==> src/maze_spanning_tree_merge_assert.svh <==
// ----------------------------------------------------------------------------
// Maze spanning tree merge: assertion macros
// Shared concurrent assertion forms, clocked on clk_i and held off in reset.
// ----------------------------------------------------------------------------
`ifndef MAZE_SPANNING_TREE_MERGE_ASSERT_SVH
`define MAZE_SPANNING_TREE_MERGE_ASSERT_SVH

// Property that must hold in the same cycle as its antecedent.
`define MSTM_ASSERT(name, prop, msg) \
  name: assert property (@(posedge clk_i) disable iff (!rst_ni) prop) else $error(msg);

// Antecedent in one cycle, consequent in the next.
`define MSTM_ASSERT_NEXT(name, ante, cons, msg) \
  name: assert property (@(posedge clk_i) disable iff (!rst_ni) ante |=> cons) else $error(msg);

`endif

==> src/mstm_pkg.sv <==
// ----------------------------------------------------------------------------
// Maze spanning tree merge: package
// Field widths, grid size, status and command codes, and helper functions.
// ----------------------------------------------------------------------------
`default_nettype none

package mstm_pkg;

  // Grid capacity. The label store holds one entry per cell of the full grid.
  localparam int MaxRows  = 32;
  localparam int MaxCols  = 32;
  localparam int NumCells = MaxRows * MaxCols;
  localparam int CellW    = $clog2(NumCells);

  // Field widths.
  localparam int RowW    = 5;
  localparam int ColW    = 5;
  localparam int DimW    = 6;
  localparam int CountW  = 11;
  localparam int StatusW = 3;
  localparam int CfgIdxW = 2;
  localparam int WideW   = CellW + DimW;

  // Configuration register indexes.
  localparam logic [CfgIdxW-1:0] REG_ROWS = 2'd0;
  localparam logic [CfgIdxW-1:0] REG_COLS = 2'd1;

  // Command kinds and edge directions.
  localparam logic KIND_CLEAR = 1'b0;
  localparam logic KIND_EDGE  = 1'b1;
  localparam logic DIR_RIGHT  = 1'b0;
  localparam logic DIR_DOWN   = 1'b1;

  typedef enum logic [StatusW-1:0] {
    ST_ACCEPTED     = 3'd0,
    ST_SAME_CLUSTER = 3'd1,
    ST_OUT_OF_GRID  = 3'd2,
    ST_COMPLETE     = 3'd3,
    ST_CLEARED      = 3'd4
  } status_e;

  // Decoded edge: its two label addresses and whether it leaves the grid.
  typedef struct packed {
    logic             out_of_grid;
    logic [CellW-1:0] addr_a;
    logic [CellW-1:0] addr_b;
  } edge_t;

  // Zero counts as one, anything above the capacity counts as the capacity.
  function automatic logic [DimW-1:0] clamp_dim(input logic [DimW-1:0] v,
                                                input logic [DimW-1:0] maxv);
    logic [DimW-1:0] r;
    r = v;
    if (r == '0) begin
      r = DimW'(1);
    end
    if (r > maxv) begin
      r = maxv;
    end
    return r;
  endfunction

  function automatic logic [CellW-1:0] cell_index(input logic [DimW-1:0] row,
                                                  input logic [DimW-1:0] col);
    logic [WideW-1:0] full;
    full = WideW'(row) * WideW'(MaxCols) + WideW'(col);
    return full[CellW-1:0];
  endfunction

endpackage

`default_nettype wire

==> src/mstm_edge_decode.sv <==
// ----------------------------------------------------------------------------
// Maze spanning tree merge: edge decoder
// Finds the neighbor cell of an edge, checks both ends against the grid in
// use and forms the label store addresses of the two cells.
// ----------------------------------------------------------------------------
`default_nettype none

module mstm_edge_decode (
  input  wire logic [mstm_pkg::RowW-1:0] cell_row_i,
  input  wire logic [mstm_pkg::ColW-1:0] cell_col_i,
  input  wire logic                      direction_i,
  input  wire logic [mstm_pkg::DimW-1:0] num_rows_i,
  input  wire logic [mstm_pkg::DimW-1:0] num_cols_i,
  output mstm_pkg::edge_t                edge_o
);

  logic                      down;
  logic [mstm_pkg::DimW-1:0] row_a;
  logic [mstm_pkg::DimW-1:0] col_a;
  logic [mstm_pkg::DimW-1:0] row_b;
  logic [mstm_pkg::DimW-1:0] col_b;

  assign down  = (direction_i == mstm_pkg::DIR_DOWN);
  assign row_a = mstm_pkg::DimW'(cell_row_i);
  assign col_a = mstm_pkg::DimW'(cell_col_i);
  assign row_b = row_a + mstm_pkg::DimW'(down);
  assign col_b = col_a + mstm_pkg::DimW'(!down);

  // The neighbor lies at or beyond the first cell, so checking it covers both.
  assign edge_o.out_of_grid = (row_b >= num_rows_i) || (col_b >= num_cols_i);
  assign edge_o.addr_a      = mstm_pkg::cell_index(row_a, col_a);
  assign edge_o.addr_b      = mstm_pkg::cell_index(row_b, col_b);

endmodule

`default_nettype wire

==> config.mk <==
export PLATFORM = sky130hd
export DESIGN_NAME = mstm_edge_decode
export DESIGN_NICKNAME = d
export VERILOG_FILES = /design/src/maze_spanning_tree_merge_assert.svh /design/src/mstm_pkg.sv /design/src/mstm_edge_decode.sv
export SDC_FILE = /design/constraint.sdc
export NUM_CORES = 1
export LEC_CHECK = 0
export BUFFER_PORTS_ARGS = -buffer_cell sky130_fd_sc_hd__buf_2
export CAP_MARGIN = 20
export CORE_MARGIN = 2
export CORE_UTILIZATION = 43
export DETAILED_ROUTE_END_ITERATION = 10
export MAX_ROUTING_LAYER = met4
export PLACE_DENSITY = 0.84
export SLEW_MARGIN = 25
export SYNTH_ARGS = -nofsm -noshare
export SYNTH_HDL_FRONTEND = slang
export SYNTH_SLANG_ARGS = --single-unit
==> constraint.sdc <==
create_clock -name vclk -period 2.7
set_input_delay 0.54 -clock vclk [all_inputs]
set_output_delay 0.54 -clock vclk [all_outputs]
set_load 0.02 [all_outputs]
==> flow_metrics.py <==
metrics = {
    "run_status": {
        "status": "finished, violations left",
        "violations": "negative setup slack",
    },
    "detailed_routing": {
        "wirelength_um": 1502,
        "vias": 699,
        "postRouteAntennaNets": 0,
        "viasPerCell": 5.102,
        "drc": 0,
        "wl_per_cell_um": 10.96,
        "drt_iter0_drc": 4,
        "dr.pass1.iters": 4,
    },
    "cells_and_area": {
        "antenna_cells": 0,
        "design.seq.count": 0,
        "final_nets": 165,
        "seq_area_sq_um": 0,
        "drive_gt1_share_pct": 60.66,
        "clockBufferCount": 0,
        "fillers": 91,
        "areaGrowthSynthToFinish_pct": 62.92,
    },
    "worst_hold_path": {
        "hp-class": "in -> out",
        "hold_end": "edge_o[15]",
        "hp-start": "cell_row_i[0]",
        "holdPathStages": 2,
    },
    "global_routing": {
        "antenna_found_initial": 0,
        "grt_usage_pct": 18.12,
        "overflow": 0,
        "grt_pass1_wl_um": 2056,
        "first_global_vias": 564,
        "grt_max_degree": 7,
    },
    "yosys": {
        "syn_nets": 120,
        "postSynthCellCount": 79,
        "synth_area_per_cell_sq_um": 7.602,
        "yosys_warnings": 0,
        "synth_cell_types": 20,
        "syn-cell-area_sq_um": 600.6,
        "ys_seq_area_share_pct": 0,
        "synthTopCellsByArea": "ha_1 38%, buf_4 13%, xnor2_1 8.8%",
        "synthTopCellsByCount": "18 x ha_1, 13 x inv_1, 10 x buf_4",
        "synth_area_leader_cell": "ha_1",
        "synth_top_area_share_pct": 37.50,
        "synth.most_common_cell": "ha_1",
    },
    "floorplanning": {
        "num_rows": 13,
        "initial_core_util_pct": 46.15,
        "die_h_um": 41.37,
        "core_sq_um": 1301,
        "dieWidth_um": 41.37,
        "ioPinCount": 44,
        "dieArea_sq_um": 1711,
    },
    "sta": {
        "relSlewSlack_pct": 81.86,
        "worst_slack_ns": -0.02506,
        "rsz0062_at_grt": "yes",
        "tightestPinTransition_ns": 0.2709,
        "fmax_mhz": 367.0,
        "hold_violations": 0,
        "final.min_clock_period_ns": 2.725,
        "setup_viol_count_final": 1,
        "drv_slew": 0,
        "fin_crit_sh_pct": 100.9,
    },
    "job": {
        "maxCapViolCount": 0,
    },
    "cts": {
        "hold_buffers": 0,
    },
    "power": {
        "ir_drop_v": 0.0001026,
        "p_leak_uw": 0.0005265,
        "p_per_area_nw_per_um2": 192.6,
        "p_total_uw": 188.4,
    },
    "placement": {
        "place_hpwl_um": 1256,
        "port_buffers": 44,
        "place_ws_ns": -0.2195,
        "finalWeightedCongestion": 0.6709,
    },
    "critical_path": {
        "crit_type": "in -> out",
        "start_kind": "input pin",
        "cp_slowest_stage_delay_ns": 0.32,
        "critPathTopFamily": "compound AO/OA/AOI/OAI gates",
        "critPathBufInv": 3,
        "worstSetupEndpointType": "primary output",
        "crit_required_ns": 2.16,
        "worstPathArrival_ns": 2.19,
        "cp_cell_sequence": "buf_6 > inv_4 > ha_4 > nand3_2 > xnor2_2 > ha_1 > a211o_1 > o211ai_1 > o211ai_1 > o21bai_4 > buf_6",
        "cp_max_fo": 3,
        "critPathSlowestCell": "ha_1",
    },
}
[worst max-delay path by stage]
stage / startpoint / to / slack [ns] / cells past startpoint
global placement: direction_i / edge_o[20] / -0.15 / 12
detailed placement: direction_i / edge_o[20] / -0.22 / 12
floorplan: direction_i / edge_o[20] / 0.02 / 9
finish: direction_i / edge_o[20] / -0.03 / 11
global route: direction_i / edge_o[20] / -0.09 / 11
CTS: direction_i / edge_o[20] / -0.03 / 12
[power breakdown]
| group | switching [uW] | internal [uW] |
|---|---|---|
| combinational | 100 | 88.0 |
| sequential | 0 | 0 |
| clock | 0 | 0 |
[cells in the final DEF, fill, tap and decap left out, types with 2 or more instances in the layout]
cell type / count
nand2_1: 3
nand3_1: 2
ha_2: 4
nor2_1: 2
xnor2_2: 3
buf_2: 41
o211ai_1: 3
o21ai_0: 2
xor2_1: 3
inv_1: 12
ha_4: 4
xnor2_1: 3
nand3_2: 3
buf_6: 2
a21oi_1: 3
ha_1: 10
buf_4: 10
[what timing repair did]
item | in CTS | in global routing
gates cloned | 0 | 0
hold endpoints to repair | 0 | 0
gates resized for setup | 17 | 10
pin swaps | 9 | 9
setup endpoints to repair | 2 | 2
buffers inserted | 0 | 2
[cell families after synthesis]
group                      share of synthesized area, %
buffers and inverters                             20.63
adders and majority gates                         37.50
xor gates and xnor gates                          13.13
and+or+nand+nor                                   16.04
AOI/OAI and AO/OA                                 12.71
[stage by stage]
stage / hold slack (ns) / instances / cell area (sq um) / utilization, % / TNS [ns]
4_1_cts: 1.320 / 135 / 918.4 / 70.58 / -0.05625
6_report: 1.326 / 137 / 978.4 / 75.19 / -0.02506
3_5_place_dp: 1.319 / 135 / 843.3 / 64.81 / -0.3255
3_3_place_gp: 1.318 / 135 / 843.3 / 64.81 / -0.2130
5_1_grt: 1.332 / 137 / 978.4 / 75.19 / -0.08793
2_1_floorplan: 1.178 / 79 / 626.9 / - / 0
[metal layers]
metal | GRT usage [%] | share of wire, %
met2 | 39.06 | 54
met1 | 16.19 | 36
met4 | 5.645 | 1.4
met5 | - | 0
met3 | 1.064 | 8.5
[layout make-up]
cell class                 count  area [sq um]  area share (%)
multi-input combinational     56         605.6           61.89
inverter                      13         51.30           5.243
tap                           15         18.77           1.918
timing repair buffer          53         302.8           30.95
No activity file was read; power rests on OpenSTA's default activity.
